--- config.mk ---
export PLATFORM = sky130hd
export DESIGN_NAME = sbus_frame_channel_decoder
export DESIGN_NICKNAME = d
export VERILOG_FILES = /design/src/design/sfcd_pkg.sv /design/src/design/sfcd_front.sv /design/src/design/sfcd_queue.sv /design/src/design/sfcd_back.sv /design/src/design/sbus_frame_channel_decoder.sv
export SDC_FILE = /design/constraint.sdc
export NUM_CORES = 1
export LEC_CHECK = 0
export ABC_AREA = 0
export BUFFER_PORTS_ARGS = -buffer_cell sky130_fd_sc_hd__buf_2
export CORE_MARGIN = 4
export CORE_UTILIZATION = 40
export DETAILED_ROUTE_END_ITERATION = 6
export PLACE_DENSITY = 0.54
export SLEW_MARGIN = 30
export SYNTH_ARGS = -nofsm -noshare
export SYNTH_HDL_FRONTEND = slang
export SYNTH_SLANG_ARGS = --single-unit
--- constraint.sdc ---
create_clock -name i_clk -period 26.1 [get_ports i_clk]
set_input_delay 1.305 -clock i_clk [delete_from_list [all_inputs] [get_ports i_clk]]
set_output_delay 1.305 -clock i_clk [all_outputs]
set_load 0.02 [all_outputs]
--- src/design/sfcd_pkg.sv ---
`default_nettype none

package sfcd_pkg;

    // Frame geometry.
    localparam int NUM_CHANNELS = 16;
    localparam int FRAME_BYTES  = 25;
    localparam int DATA_BYTES   = 22;
    localparam int CHAN_BITS    = 11;
    localparam int FRAME_W      = DATA_BYTES * 8;
    localparam int BITPOS_W     = $clog2(FRAME_W);

    // Marker bytes at both ends of a frame.
    localparam logic [7:0] HEADER_BYTE = 8'h0F;
    localparam logic [7:0] FOOTER_BYTE = 8'h00;

    // Field widths.
    localparam int IDX_W   = 4;
    localparam int RAW_W   = 11;
    localparam int CAL_W   = 12;
    localparam int SCALE_W = 16;
    localparam int BIAS_W  = 26;
    localparam int PROD_W  = RAW_W + SCALE_W;
    localparam int SUM_W   = PROD_W + 1;
    localparam int FRAC_W  = 16;

    // Configuration port.
    localparam int CFG_IDX_W  = 2;
    localparam int CFG_DATA_W = BIAS_W;
    localparam logic [CFG_IDX_W-1:0] CFG_SCALE_IDX = 2'd0;
    localparam logic [CFG_IDX_W-1:0] CFG_BIAS_IDX  = 2'd1;

    // Calibration defaults: gain about 0.625748, offset about 875.23353.
    localparam logic [SCALE_W-1:0] SCALE_RESET = 16'd41009;
    localparam logic [BIAS_W-1:0]  BIAS_RESET  = 26'd57359305;

    // Number of whole frames held between front and back.
    localparam int QUEUE_DEPTH = 2;

    // The 22 data bytes of one frame, byte k at bits 8k+7 to 8k.
    typedef logic [FRAME_W-1:0] t_frame;

    // A frame request from the front to the queue.
    typedef struct packed {
        logic   valid;
        t_frame data;
    } t_frame_push;

    // Queue fill status seen by both sides.
    typedef struct packed {
        logic full;
        logic empty;
    } t_queue_status;

endpackage

`default_nettype wire

--- src/design/sfcd_front.sv ---
`default_nettype none

module sfcd_front (
    input  wire logic                 i_clk,
    input  wire logic                 i_rst_n,
    input  wire logic                 i_valid,
    input  wire logic [7:0]           i_byte,
    input  wire sfcd_pkg::t_queue_status i_status,
    output logic                      o_stall,
    output sfcd_pkg::t_frame_push     o_push
);

    logic [7:0] r_win [sfcd_pkg::FRAME_BYTES];
    logic       w_accept;
    logic       w_match;

    // A byte is taken whenever the queue has room for a possible frame.
    assign o_stall  = i_status.full;
    assign w_accept = i_valid && !i_status.full;

    // After the shift the oldest byte is the current second one.
    assign w_match = (r_win[1] == sfcd_pkg::HEADER_BYTE) && (i_byte == sfcd_pkg::FOOTER_BYTE);

    // Data bytes of the shifted window are the current bytes 2 to 23.
    always_comb begin
        o_push.valid = w_accept && w_match;
        for (int k = 0; k < sfcd_pkg::DATA_BYTES; k++) begin
            o_push.data[8*k +: 8] = r_win[k+2];
        end
    end

    // Sliding window of the most recent bytes, oldest at entry 0.
    always_ff @(posedge i_clk) begin
        if (!i_rst_n) begin
            for (int k = 0; k < sfcd_pkg::FRAME_BYTES; k++) begin
                r_win[k] <= 8'h00;
            end
        end else if (w_accept) begin
            for (int k = 0; k < sfcd_pkg::FRAME_BYTES - 1; k++) begin
                r_win[k] <= r_win[k+1];
            end
            r_win[sfcd_pkg::FRAME_BYTES-1] <= i_byte;
        end
    end

endmodule

`default_nettype wire

--- src/design/sfcd_queue.sv ---
`default_nettype none

module sfcd_queue #(
    parameter int DEPTH = sfcd_pkg::QUEUE_DEPTH
) (
    input  wire logic                    i_clk,
    input  wire logic                    i_rst_n,
    input  wire sfcd_pkg::t_frame_push   i_push,
    input  wire logic                    i_pop,
    output sfcd_pkg::t_frame             o_head,
    output sfcd_pkg::t_queue_status      o_status
);

    localparam int PTR_W = $clog2(DEPTH);
    localparam int CNT_W = $clog2(DEPTH + 1);

    sfcd_pkg::t_frame   r_mem [DEPTH];
    logic [PTR_W-1:0]   r_wr_ptr;
    logic [PTR_W-1:0]   r_rd_ptr;
    logic [CNT_W-1:0]   r_count;
    logic               w_push;
    logic               w_pop;

    assign o_status.full  = (r_count == CNT_W'(DEPTH));
    assign o_status.empty = (r_count == '0);
    assign o_head         = r_mem[r_rd_ptr];

    assign w_push = i_push.valid && !o_status.full;
    assign w_pop  = i_pop && !o_status.empty;

    // Frame storage.
    always_ff @(posedge i_clk) begin
        if (w_push) begin
            r_mem[r_wr_ptr] <= i_push.data;
        end
    end

    // Pointers and fill count.
    always_ff @(posedge i_clk) begin
        if (!i_rst_n) begin
            r_wr_ptr <= '0;
            r_rd_ptr <= '0;
            r_count  <= '0;
        end else begin
            if (w_push) begin
                r_wr_ptr <= (r_wr_ptr == PTR_W'(DEPTH - 1)) ? '0 : r_wr_ptr + 1'b1;
            end
            if (w_pop) begin
                r_rd_ptr <= (r_rd_ptr == PTR_W'(DEPTH - 1)) ? '0 : r_rd_ptr + 1'b1;
            end
            if (w_push && !w_pop) begin
                r_count <= r_count + 1'b1;
            end else if (w_pop && !w_push) begin
                r_count <= r_count - 1'b1;
            end
        end
    end

endmodule

`default_nettype wire

--- src/design/sfcd_back.sv ---
`default_nettype none

module sfcd_back (
    input  wire logic                            i_clk,
    input  wire logic                            i_rst_n,
    input  wire sfcd_pkg::t_frame                i_head,
    input  wire sfcd_pkg::t_queue_status         i_status,
    input  wire logic [sfcd_pkg::SCALE_W-1:0]    i_scale,
    input  wire logic [sfcd_pkg::BIAS_W-1:0]     i_bias,
    input  wire logic                            i_stall,
    output logic                                 o_pop,
    output logic                                 o_valid,
    output logic [sfcd_pkg::IDX_W-1:0]           o_channel_index,
    output logic [sfcd_pkg::RAW_W-1:0]           o_raw_value,
    output logic [sfcd_pkg::CAL_W-1:0]           o_calibrated_value,
    output logic                                 o_last_channel
);

    localparam logic [sfcd_pkg::IDX_W-1:0] LAST_CH = sfcd_pkg::IDX_W'(sfcd_pkg::NUM_CHANNELS - 1);

    logic [sfcd_pkg::IDX_W-1:0]    r_ch;
    logic                          w_en;
    logic                          w_issue;
    logic [sfcd_pkg::BITPOS_W-1:0] w_bitpos;
    logic [sfcd_pkg::RAW_W-1:0]    w_raw;
    logic [sfcd_pkg::SUM_W-1:0]    w_sum;

    logic                          r_s1_valid;
    logic [sfcd_pkg::IDX_W-1:0]    r_s1_idx;
    logic [sfcd_pkg::RAW_W-1:0]    r_s1_raw;
    logic [sfcd_pkg::PROD_W-1:0]   r_s1_prod;
    logic                          r_s1_last;

    logic                          r_out_valid;
    logic [sfcd_pkg::IDX_W-1:0]    r_out_idx;
    logic [sfcd_pkg::RAW_W-1:0]    r_out_raw;
    logic [sfcd_pkg::CAL_W-1:0]    r_out_cal;
    logic                          r_out_last;

    // The whole pipeline moves when the output register is free or being taken.
    assign w_en    = !r_out_valid || !i_stall;
    assign w_issue = w_en && !i_status.empty;
    assign o_pop   = w_issue && (r_ch == LAST_CH);

    // Channel c starts at bit 11c of the data bytes.
    assign w_bitpos = sfcd_pkg::BITPOS_W'(r_ch) * sfcd_pkg::BITPOS_W'(sfcd_pkg::CHAN_BITS);
    assign w_raw    = i_head[w_bitpos +: sfcd_pkg::RAW_W];

    // Channel counter walks the head frame once.
    always_ff @(posedge i_clk) begin
        if (!i_rst_n) begin
            r_ch <= '0;
        end else if (w_issue) begin
            r_ch <= r_ch + 1'b1;
        end
    end

    // First stage: unpack and multiply by the gain.
    always_ff @(posedge i_clk) begin
        if (!i_rst_n) begin
            r_s1_valid <= 1'b0;
        end else if (w_en) begin
            r_s1_valid <= w_issue;
        end
    end

    always_ff @(posedge i_clk) begin
        if (w_issue) begin
            r_s1_idx  <= r_ch;
            r_s1_raw  <= w_raw;
            r_s1_prod <= sfcd_pkg::PROD_W'(w_raw) * sfcd_pkg::PROD_W'(i_scale);
            r_s1_last <= (r_ch == LAST_CH);
        end
    end

    // Second stage: add the offset and drop the fraction.
    assign w_sum = sfcd_pkg::SUM_W'(r_s1_prod) + sfcd_pkg::SUM_W'(i_bias);

    always_ff @(posedge i_clk) begin
        if (!i_rst_n) begin
            r_out_valid <= 1'b0;
        end else if (w_en) begin
            r_out_valid <= r_s1_valid;
        end
    end

    always_ff @(posedge i_clk) begin
        if (w_en && r_s1_valid) begin
            r_out_idx  <= r_s1_idx;
            r_out_raw  <= r_s1_raw;
            r_out_cal  <= w_sum[sfcd_pkg::FRAC_W +: sfcd_pkg::CAL_W];
            r_out_last <= r_s1_last;
        end
    end

    assign o_valid            = r_out_valid;
    assign o_channel_index    = r_out_idx;
    assign o_raw_value        = r_out_raw;
    assign o_calibrated_value = r_out_cal;
    assign o_last_channel     = r_out_last;

endmodule

`default_nettype wire

--- src/design/sbus_frame_channel_decoder.sv ---
// Channel 0 of a frame goes from the frame queue through the first stage to the output
// register once the closing byte is taken, then one channel per cycle while the output
// is not stalled (16 per frame). Throughput: one byte per cycle; the input stalls only
// while the frame queue is full, which happens when frames close faster than the back
// end unpacks them, or when result stalls hold the back end while another frame waits.
// Reset clears the byte window to zeros, empties the frame queue and the output,
// and loads the default gain and offset.
`default_nettype none

module sbus_frame_channel_decoder #(
    parameter int QUEUE_DEPTH = sfcd_pkg::QUEUE_DEPTH
) (
    input  wire logic                              i_clk,
    input  wire logic                              i_rst_n,
    input  wire logic                              i_rx_valid,
    output logic                                   o_rx_stall,
    input  wire logic [7:0]                        i_rx_byte,
    output logic                                   o_res_valid,
    input  wire logic                              i_res_stall,
    output logic [sfcd_pkg::IDX_W-1:0]             o_channel_index,
    output logic [sfcd_pkg::RAW_W-1:0]             o_raw_value,
    output logic [sfcd_pkg::CAL_W-1:0]             o_calibrated_value,
    output logic                                   o_last_channel,
    input  wire logic                              i_cfg_we,
    input  wire logic [sfcd_pkg::CFG_IDX_W-1:0]    i_cfg_index,
    input  wire logic [sfcd_pkg::CFG_DATA_W-1:0]   i_cfg_data
);

    logic [sfcd_pkg::SCALE_W-1:0] r_scale;
    logic [sfcd_pkg::BIAS_W-1:0]  r_bias;
    sfcd_pkg::t_frame_push        w_push;
    sfcd_pkg::t_frame             w_head;
    sfcd_pkg::t_queue_status      w_status;
    logic                         w_pop;

    // Calibration registers; unknown indexes are ignored.
    always_ff @(posedge i_clk) begin
        if (!i_rst_n) begin
            r_scale <= sfcd_pkg::SCALE_RESET;
            r_bias  <= sfcd_pkg::BIAS_RESET;
        end else if (i_cfg_we) begin
            case (i_cfg_index)
                sfcd_pkg::CFG_SCALE_IDX: r_scale <= i_cfg_data[sfcd_pkg::SCALE_W-1:0];
                sfcd_pkg::CFG_BIAS_IDX:  r_bias  <= i_cfg_data[sfcd_pkg::BIAS_W-1:0];
                default: ;
            endcase
        end
    end

    // Front end: byte window and frame detection.
    sfcd_front u_front (
        .i_clk    (i_clk),
        .i_rst_n  (i_rst_n),
        .i_valid  (i_rx_valid),
        .i_byte   (i_rx_byte),
        .i_status (w_status),
        .o_stall  (o_rx_stall),
        .o_push   (w_push)
    );

    // Frames waiting to be unpacked.
    sfcd_queue #(
        .DEPTH (QUEUE_DEPTH)
    ) u_queue (
        .i_clk    (i_clk),
        .i_rst_n  (i_rst_n),
        .i_push   (w_push),
        .i_pop    (w_pop),
        .o_head   (w_head),
        .o_status (w_status)
    );

    // Back end: channel unpacking and calibration.
    sfcd_back u_back (
        .i_clk              (i_clk),
        .i_rst_n            (i_rst_n),
        .i_head             (w_head),
        .i_status           (w_status),
        .i_scale            (r_scale),
        .i_bias             (r_bias),
        .i_stall            (i_res_stall),
        .o_pop              (w_pop),
        .o_valid            (o_res_valid),
        .o_channel_index    (o_channel_index),
        .o_raw_value        (o_raw_value),
        .o_calibrated_value (o_calibrated_value),
        .o_last_channel     (o_last_channel)
    );

    // A detected frame is never offered to a full queue.
    assert property (@(posedge i_clk) disable iff (!i_rst_n)
        w_push.valid |-> !w_status.full)
        else $error("frame pushed into a full queue");

    // The end-of-frame flag marks exactly the last channel.
    assert property (@(posedge i_clk) disable iff (!i_rst_n)
        o_res_valid |-> (o_last_channel ==
            (o_channel_index == sfcd_pkg::IDX_W'(sfcd_pkg::NUM_CHANNELS - 1))))
        else $error("last channel flag does not match channel index");

    // The queue is only popped while it holds a frame.
    assert property (@(posedge i_clk) disable iff (!i_rst_n)
        w_pop |-> !w_status.empty)
        else $error("pop from an empty frame queue");

    // Reset leaves no result on the output.
    assert property (@(posedge i_clk)
        !i_rst_n |=> !o_res_valid)
        else $error("result valid right after reset");

endmodule

`default_nettype wire

# Yosys cells after proc, flatten, opt, wreduce, memory -nomap -nowiden
# Memories as Yosys holds them, arrays and structs flattened. A register that Yosys moved wholly into a read port is not among the register bits.
# Cells that the tools add are included.
# W data, S select, Z words.
[classes] add_sub_neg=6 n_mul=2 n_eq_ne=4 shifts=1 mux=37 n_bitwise=25 n_reduce_logical=23
[op_table] op="$mux W8" n=25
[op_table] op="$shiftx A176 B9 Y11" n=1
[op_table] op="$add A27 B26 Y28" n=1
[op_table] op="$mul A11 B16 Y27" n=1
[op_table] op="$or A1 B1 Y1" n=25
[op_table] op="$logic_and A1 B1 Y1" n=10
[op_table] op="$mux W1" n=10
[op_table] op="$eq A8 B4 Y1 const B" n=1
[op_table] op="$logic_not A8 Y1" n=1
[op_table] op="$mul A4 B4 Y8 const B" n=1
[op_table] op="$logic_not A1 Y1" n=6
[op_table] op="$add A4 B1 Y4 const B" n=1
[op_table] op="$eq A4 B4 Y1 const B" n=1
[op_table] op="$logic_not A2 Y1" n=2
[op_table] op="$mux W2" n=2
[op_table] op="$reduce_and A2 Y1" n=2
[op_table] op="$add A1 B1 Y1 const B" n=2
[op_table] op="$add A2 B1 Y2 const B" n=1
[op_table] op="$eq A2 B1 Y1 const B" n=1
[op_table] op="$eq A2 B2 Y1 const B" n=1
[op_table] op="$reduce_bool A2 Y1" n=1
[op_table] op="$sub A2 B1 Y2 const B" n=1
[op_table] op="$logic_or A1 B1 Y1" n=1
[word_totals] reg_bits=123 mem_bits_rw=552 input_bits=41 out_inout_bits=30 elab_cells=116 mem_count=2
[mem_list] memory="u_queue.r_mem" words=2 word_bits=176 read_ports=1 rd_ports_with_merged_regs=1 write_ports=1 line="sfcd_queue.sv:17" rtl="sfcd_pkg::t_frame r_mem [DEPTH];"
[mem_list] memory="u_front.r_win" words=25 word_bits=8 read_ports=24 rd_ports_with_merged_regs=0 write_ports=25 line="sfcd_front.sv:13" rtl="logic [7:0] r_win [sfcd_pkg::FRAME_BYTES];"

# Logic depth before layout (Yosys ltp)
# Gate-level depths: netlist of the first run.
[depth] word_depth=9 ltp_mapped=26 depth_no_buf=22

# Modules after synthesis
# From an unflattened synthesis of the first run, not the netlist that was laid out.
[unflattened] hier_cells=2158 area_unflattened_um2=33164.3
[modules_own_cells] mod="sfcd_queue" n_inst=1 cells_per_inst=573 area_per_inst_um2=13518.0 seq_area_each_um2=10670.2
[modules_own_cells] mod="sfcd_back" n_inst=1 cells_per_inst=988 area_per_inst_um2=10632.7 seq_area_each_um2=2252.2
[modules_own_cells] mod="sfcd_front" n_inst=1 cells_per_inst=416 area_per_inst_um2=7190.6 seq_area_each_um2=5765.5
[modules_own_cells] mod="sbus_frame_channel_decoder" n_inst=1 cells_per_inst=181 area_per_inst_um2=1823.0 seq_area_each_um2=840.8

# Worst setup path before layout of the first run
# Ideal clock, no wire load.
[synth_path] kind="input-to-reg" startpoint="in i_rx_byte[0]" endpoint="reg u_queue.r_wr_ptr" setup_time_ns=0.134 arrival_time_ns=19.610 t_required_ns=25.966 path_slack_ns=6.357 stages=4 n_path_buf=0 path_cell_list="nor4b_1 > nand4_1 > nor4_1 > o21a_1"
[synth_via] elab_chain_len=4
[synth_lines] element="from (decl)" line="sbus_frame_channel_decoder.sv:17" rtl="input wire logic [7:0] i_rx_byte,"
[synth_lines] element="$logic_not A8 Y1" line="sfcd_front.sv:22" rtl="assign w_match = (r_win[1] == sfcd_pkg::HEADER_BYTE) && (i_byte == sfcd_pkg::FOOTER_BYTE);"
[synth_lines] element="$logic_and A1 B1 Y1" line="sfcd_front.sv:22"
[synth_lines] element="$logic_and A1 B1 Y1" line="sfcd_front.sv:26" rtl="o_push.valid = w_accept && w_match;"
[synth_lines] element="$logic_and A1 B1 Y1" line="sfcd_queue.sv:28" rtl="assign w_push = i_push.valid && !o_status.full;"
[synth_lines] element="to (signal assigned)" line="sfcd_queue.sv:46" rtl="r_wr_ptr <= (r_wr_ptr == PTR_W'(DEPTH - 1)) ? '0 : r_wr_ptr + 1'b1;"
[synth_lines] element="to (decl)" line="sfcd_queue.sv:18" rtl="logic [PTR_W-1:0] r_wr_ptr;"
# Every way passes these cells.
# A chain may end at the register's enable or synchronous reset.

# Final worst setup path of the first run
[layout_path] startpoint="reg u_back.r_ch[0] (netlist bit)" endpoint="reg u_back.r_s1_prod[26] (netlist bit) (data pin)"
[layout_via] elab_chain_len=3
[layout_lines] element="from (decl)" line="sfcd_back.sv:21" rtl="logic [sfcd_pkg::IDX_W-1:0] r_ch;"
[layout_lines] element="from (signal assigned)" line="sfcd_back.sv:54" rtl="r_ch <= r_ch + 1'b1;"
[layout_lines] element="$mul A4 B4 Y8" line="sfcd_back.sv:46" rtl="assign w_bitpos = sfcd_pkg::BITPOS_W'(r_ch) * sfcd_pkg::BITPOS_W'(sfcd_pkg::CHAN_BITS);"
[layout_lines] element="$shiftx A176 B9 Y11" line="sfcd_back.sv:47" rtl="assign w_raw = i_head[w_bitpos +: sfcd_pkg::RAW_W];"
[layout_lines] element="net u_back.w_raw (one bit)" line="sfcd_back.sv:25" rtl="logic [sfcd_pkg::RAW_W-1:0] w_raw;"
[layout_lines] element="$mul A11 B16 Y27" line="sfcd_back.sv:71" rtl="r_s1_prod <= sfcd_pkg::PROD_W'(w_raw) * sfcd_pkg::PROD_W'(i_scale);"
[layout_lines] element="to (signal assigned)" line="sfcd_back.sv:71"
[layout_lines] element="to (decl)" line="sfcd_back.sv:31" rtl="logic [sfcd_pkg::PROD_W-1:0] r_s1_prod;"
# The timed path passes the listed nets, and every way through them passes these cells.

==> results of run 1 <==
## Yosys cell counts (15+ instances only)
| library cell | count | area share [%] |
|---|---|---|
| nor2b_1 | 65 | 1.3 |
| clkbuf_1 | 68 | 0.82 |
| a21oi_1 | 31 | 0.50 |
| inv_1 | 164 | 2.0 |
| and2_1 | 228 | 4.6 |
| nor2_1 | 27 | 0.32 |
| edfxtp_1 | 615 | 59 |
| dfxtp_1 | 53 | 3.4 |
| nand3_1 | 29 | 0.47 |
| o21ai_0 | 15 | 0.24 |
| xnor2_1 | 29 | 0.81 |
| fa_1 | 125 | 8.0 |
| mux4_2 | 110 | 7.9 |
| a21boi_0 | 25 | 0.60 |
| ha_1 | 92 | 3.7 |
| nand2_1 | 182 | 2.2 |
## state kept, by name (all words and copies together), names as in the netlist, named ones only
signal,flops
u_back.o_calibrated_value,12
u_queue.r_rd_ptr,1
u_front.r_win,192
u_back.r_s1_raw,11
u_queue.r_wr_ptr,1
u_back.o_raw_value,11
u_back.o_last_channel,1
u_back.o_valid,1
u_back.r_s1_valid,1
r_scale,16
u_queue.r_mem,352
u_back.r_s1_last,1
r_bias,26
u_back.r_s1_idx,4
u_queue.r_count,2
u_back.r_s1_prod,27
u_back.r_ch,4
u_back.o_channel_index,4
## kinds of logic (layout without fill, tap and decap cells)
group	Yosys count	after routing
adder cells (fa/ha/maj)	217	217
buffers and inverters	258	393
AO/OA/AOI/OAI	133	133
flip-flops	668	668
multiplexers	122	122
AND/OR/NAND/NOR	587	587
XOR/XNOR	36	36
## cell type report
| class | instances | area, sq um | area share, % |
|---|---|---|---|
| Timing Repair Buffer | 97 | 619 | 1.76 |
| Clock inverter | 43 | 469 | 1.33 |
| Sequential cell | 668 | 19500 | 55.6 |
| Tap cell | 1040 | 1300 | 3.70 |
| Clock buffer | 87 | 1930 | 5.49 |
| Multi-Input combinational cell | 1095 | 10700 | 30.4 |
| Inverter | 166 | 623 | 1.77 |
## routing by layer
layer / track usage [%] / up-vias / part of all wire (%)
li1: - / 7406 / -
met1: 23.7 / 8319 / 46
met2: 26.8 / 320 / 47
met3: 2.64 / 85 / 4.3
met4: 3.97 / 0 / 1.8
met5: 0 / - / 0
## metrics by stage
| stage | power, W | setup WS, ps | cell area [sq um] | hold WS (ps) |
|---|---|---|---|---|
| 3_3_place_gp | 0.00144 | 17880 | 32700 | 409 |
| 2_1_floorplan | 0.00138 | 6360 | 31200 | 400 |
| 3_5_place_dp | 0.00144 | 17800 | 32700 | 406 |
| 6_report | 0.00245 | 17870 | 35200 | 412 |
| 5_1_grt | 0.00255 | 17400 | 35200 | 425 |
| 4_1_cts | 0.00248 | 17800 | 35100 | 406 |
## worst min-delay path by stage
stage,startpoint,to,slack (ps),depth (start not counted)
5_1_grt,u_back.r_s1_raw[9]$_DFFE_PP_,u_back.o_raw_value[9]$_DFFE_PP_,430,0
2_1_floorplan,u_back.r_s1_idx[0]$_DFFE_PP_,u_back.o_channel_index[0]$_DFFE_PP_,400,0
3_5_place_dp,u_back.r_s1_raw[6]$_DFFE_PP_,u_back.o_raw_value[6]$_DFFE_PP_,410,0
6_report,u_back.r_s1_raw[9]$_DFFE_PP_,u_back.o_raw_value[9]$_DFFE_PP_,410,0
3_3_place_gp,u_back.r_s1_raw[4]$_DFFE_PP_,u_back.o_raw_value[4]$_DFFE_PP_,410,0
4_1_cts,u_back.r_s1_raw[9]$_DFFE_PP_,u_back.o_raw_value[9]$_DFFE_PP_,410,0
## report_power, final
part	leakage (nW)	switching [W]	total [W]	internal, W
Clock	1.17	0.000427	0.00103	0.000603
Sequential	6.40	0.0000229	0.00122	0.00120
Combinational	5.33	0.000115	0.000195	0.0000797
## critical path, stage by stage (launching register included)
cell	delay, ps
dfxtp_4	830
buf_4	760
mux4_2	420
mux4_2	520
mux2i_1	180
buf_4	250
inv_1	170
nand2_1	130
fa_1	440
fa_1	500
inv_1	50
fa_1	450
fa_1	490
inv_1	50
fa_1	470
inv_1	40
ha_1	350
and3_1	250
and3_1	180
nand3_1	100
a2111oi_1	710
nor4b_1	120
a311o_1	360
xnor2_1	130
==> results_dict.tcl, run 1 <==
set metrics [dict create \
    status "completed" \
    crit_type "reg -> reg" \
    antenna_found_initial 1 \
    track_usage_pct 16.6 \
    fmax_mhz 122 \
    setup.worst_path.end "u_back.r_s1_prod[26]$_DFFE_PP_" \
    hpwl_mm 43.4 \
    dieArea_sq_mm 0.0825 \
    power_density_mw_per_mm2 69.7 \
    synth_ff_type "edfxtp_1" \
    synth_edf_count 615 \
    globalplace.congestion 0.848 \
    yosys.area_share.simple_pct 10.0 \
    yosysWarnings 0 \
    postRouteAntennaNets 0 \
    ir_worst_vdd_uv 56.3 \
    wire_per_inst_um 20.9 \
    grt_pass1_wl_mm 105 \
    vias 16100 \
    finalMaxSlewViolations 0 \
    cts_buffers 73 \
    post_route_cells_drive_above_1_share_pct 15.9 \
    diodes 0 \
    cts_num_sinks 668 \
    final_nets 2359 \
    finalClockSkew_ps 34.0 \
    worstRegToRegCells 23 \
    synthMuxAreaShare_pct 8.37 \
    synth_compound_area_share_pct 2.89 \
    clock_path_buffers 3 \
    synth_top_family_by_area "adder cells" \
    num-fill-cells 6850 \
    synthCells 2021 \
    relSlewSlack_pct 38.5 \
    cts_setup_buffers 0 \
    worst_slew_pin_slew_ps 922 \
    fin_util_pct 45.5 \
    ios 71 \
    start_util_pct 40.3 \
    critPathLaunchType "flop" \
    drtIter0Drc 972 \
    holdBufCountCts 0 \
    path_clk_slew_ps 60 \
    crit_start "u_back.r_ch[0]$_SDFFE_PN0P_" \
    grt_max_degree 158 \
    cp.required_ps 26470 \
    async_reset_ff_share_pct 0 \
    insertion_delay_ps 620 \
    worstPathArrival_ps 8600 \
    routed_wl_mm 66.8 \
    syn_nets 2279 \
    avgSynthCellArea_sq_um 15.4 \
    coreArea_sq_mm 0.0773 \
    leakage_nw 12.9 \
    vias_per_cell 5.05 \
    drt-pass1-iter-count 5 \
    syn_to_final_growth_pct 12.7 \
    drv_cap 0 \
    die_x_um 287 \
    finalCriticalPeriod_ps 8230 \
    cts_root_buf "clkbuf_16" \
    rrSetupSlack_ps 17870 \
    die_height_um 287 \
    syn_area_sq_mm 0.0312 \
    regToRegEndpoint "u_back.r_s1_prod[26]$_DFFE_PP_" \
    worst_setup_path_end_kind "flop" \
    h-tree-depth 3 \
    ys_ff_latch 668 \
    hp-class "reg -> reg" \
    io_buffers 70 \
    hold_viol 0 \
    ctsResizeCount 0 \
    seq_area_frac_synth_pct 62.6 \
    layout_common_cells "edfxtp_1, and2_1, nand2_1, inv_1, fa_1" \
    rsz0062_at_grt "false" \
    drc 0 \
    finalCritPeriodShare_pct 31.5 \
    critical_path.max_fanout 50 \
    grt_pass1_vias 17400 \
    place_inst 3064 \
    synth_xor_area_share_pct 1.01 \
    cts_tree "built" \
    fp-row-count 102 \
    overflow 0 \
    reg2reg_from "u_back.r_ch[0]$_SDFFE_PN0P_" \
    setup_tns_ps 0 \
    setup_violations 0 \
    synthDistinctLibCells 62 \
    fin_cells 3196 \
    synthAdderAreaFrac_pct 11.7 \
    final_common_cell "edfxtp_1" \
]
Note: power is estimated with default switching activity, not from simulation.
==> run 2, diff against run 1 <==
Settings changed: PLACE_DENSITY 0.54 to 0.56.
Clock period 26.1 ns to 7.55 ns, I/O delays scaled along.
==> results_dict.tcl, run 2 (synthesis gave the netlist of run 1 again) <==
set metrics [dict create \
    status "completed" \
    cts_tree "built" \
    cts_num_sinks 668 \
    fp-row-count 102 \
    p_clk_share_pct 41.4 \
    critical_path.max_fanout 31 \
    vias 16300 \
    relSlewSlack_pct 34.9 \
    worstRegToRegCells 23 \
    routed_wl_mm 67.0 \
    grt_max_degree 156 \
    crit_path_frequent_cell "fa_1" \
    antenna_found_initial 1 \
    critPathSlowestCell "mux4_2" \
    ios 71 \
    whs_ps 36.5 \
    hp-class "in -> reg" \
    fin_ws_ps 369 \
    grt_pass1_vias 17600 \
    hold_end "r_bias[20]$_SDFFE_PN0P_" \
    finalCritPeriodShare_pct 95.1 \
    grt_pass1_wl_mm 105 \
    drtIter0Drc 962 \
    worst_setup_path_end_kind "flop" \
    finalCriticalPeriod_ps 7180 \
    track_usage_pct 16.6 \
    drt-pass1-iter-count 5 \
    worstPathArrival_ps 7530 \
    postRouteAntennaNets 0 \
    die_x_um 287 \
    swShare_pct 23.0 \
    critPathLaunchType "flop" \
    vias_per_cell 5.05 \
    rrSetupSlack_ps 370 \
    layout_common_cells "edfxtp_1, and2_1, nand2_1, inv_1, fa_1" \
    hp-start "i_cfg_data[20]" \
    crit_type "reg -> reg" \
    seqCellArea_sq_mm 0.0195 \
    overflow 0 \
    num-fill-cells 6782 \
    multi_input_area_sq_mm 0.0107 \
    reg.largest.list "u_queue.r_mem: 352 flops, u_front.r_win: 192 flops, u_back.r_s1_prod: 27 flops" \
    io_buffers 70 \
    h-tree-depth 3 \
    p_switching_w 0.00193 \
    cts_root_buf "clkbuf_16" \
    leakage_nw 13.1 \
    globalplace.congestion 0.850 \
    finalClockSkew_ps 19.2 \
    drc 0 \
    final_nets 2393 \
    drv_cap 0 \
    dieArea_sq_mm 0.0825 \
    hpwl_mm 44.1 \
    regToRegEndpoint "u_back.r_s1_prod[26]$_DFFE_PP_" \
    largest-register "u_queue.r_mem" \
    path_clk_slew_ps 60 \
    largest_reg_flops 352 \
    hold_depth 3 \
    post_route_cells_drive_above_1_share_pct 16.6 \
    clock_path_buffers 3 \
    worst_slew_pin_slew_ps 968 \
    fmax_mhz 139 \
    hold_viol 0 \
    setup_tns_ps 0 \
    power_density_mw_per_mm2 236 \
    seqPwrFrac_pct 50.4 \
    syn_to_final_growth_pct 14.1 \
    wire_per_inst_um 20.7 \
    cp.required_ps 7900 \
    p_int_w 0.00647 \
    start_util_pct 40.3 \
    pre_cts_slack_ps 222 \
    final_common_cell "edfxtp_1" \
    coreArea_sq_mm 0.0773 \
    cpPeakStageDelay_ps 560 \
    combPwrFrac_pct 8.1 \
    path_cells "buf_16 > mux4_2 > mux4_2 > mux2_2 > buf_4 > nand2_1 > fa_1 > inv_1 > fa_1 > fa_1 > fa_1 > inv_1 > fa_1 > inv_1 > ha_1 > and3_1 > and3_1 > nand3_1 > a2111oi_2 > buf_4 > nor4b_1 > a311o_1 > xnor2_1" \
    die_height_um 287 \
    rsz0062_at_grt "false" \
    setup_violations 0 \
    finalMaxSlewViolations 0 \
    insertion_delay_ps 610 \
    cts_buffers 71 \
    ir_worst_vdd_uv 182 \
]
## run 2: layout make-up
class                   instances  share of cell area (%)
flip-flops and latches        668                    54.9
well taps                    1040                    3.66
inverters                     166                    1.75
clock inverters                41                    1.35
multi-input cells            1095                    30.1
repair buffers                133                    3.02
clock buffers                  89                    5.24
diodes                          1                 0.00703
## run 2: routing by layer
| metal | up-vias | track usage (%) | wire length [um] |
|---|---|---|---|
| met5 | - | 0 | 0 |
| met4 | 0 | 4.01 | 1270 |
| met3 | 88 | 3.30 | 3150 |
| met2 | 341 | 26.7 | 32000 |
| met1 | 8426 | 23.3 | 30600 |
| li1 | 7460 | - | - |
## run 2: repair_timing
action | in CTS | in global routing
buffers inserted | 0 | 0
endpoints found under the setup margin | 0 | 4
hold endpoints to repair | 19 | 0
hold buffers | 18 | 0
gates resized for setup | 0 | 9
## run 2: worst max-delay path: cells and delay by family, from the launching register on
| kind | cells | cell delay [ps] |
|---|---|---|
| buf+inv | 6 | 880 |
| mux | 3 | 1400 |
| flops | 1 | 450 |
| xor+xnor | 1 | 130 |
| simple gates | 5 | 720 |
| compound gates | 2 | 780 |
| fa+ha+maj | 6 | 2550 |
## run 2: power groups by stage
stage | Sequential (W) | Combinational, W | Clock [W]
2_1_floorplan | 0.00427 | 0.000505 | 0
3_3_place_gp | 0.00431 | 0.000662 | 0
3_5_place_dp | 0.00431 | 0.000671 | 0
4_1_cts | 0.00424 | 0.000684 | 0.00357
5_1_grt | 0.00424 | 0.000790 | 0.00374
6_report | 0.00423 | 0.000683 | 0.00348
## run 2: worst max-delay path by stage
| stage | end | cells after the start |
|---|---|---|
| after floorplan | u_queue.r_mem[0][0]$_DFFE_PP_ | 3 |
| after global placement | u_back.r_s1_prod[26]$_DFFE_PP_ | 22 |
| after detailed placement | u_back.r_s1_prod[26]$_DFFE_PP_ | 22 |
| after CTS | u_back.r_s1_prod[26]$_DFFE_PP_ | 22 |
| after global routing | u_back.r_s1_prod[23]$_DFFE_PP_ | 23 |
| final | u_back.r_s1_prod[26]$_DFFE_PP_ | 23 |
## run 2: stage by stage
step                      cells  power (W)  area, sq um  util (%)
after CTS                  3231    0.00849        35500      45.9
after detailed placement   3083    0.00498        33000      42.7
after floorplan            2021    0.00477        31200         -
after global placement     3080    0.00497        32900      42.6
after global routing       3232    0.00878        35600      46.0
final                      3233    0.00839        35600      46.0
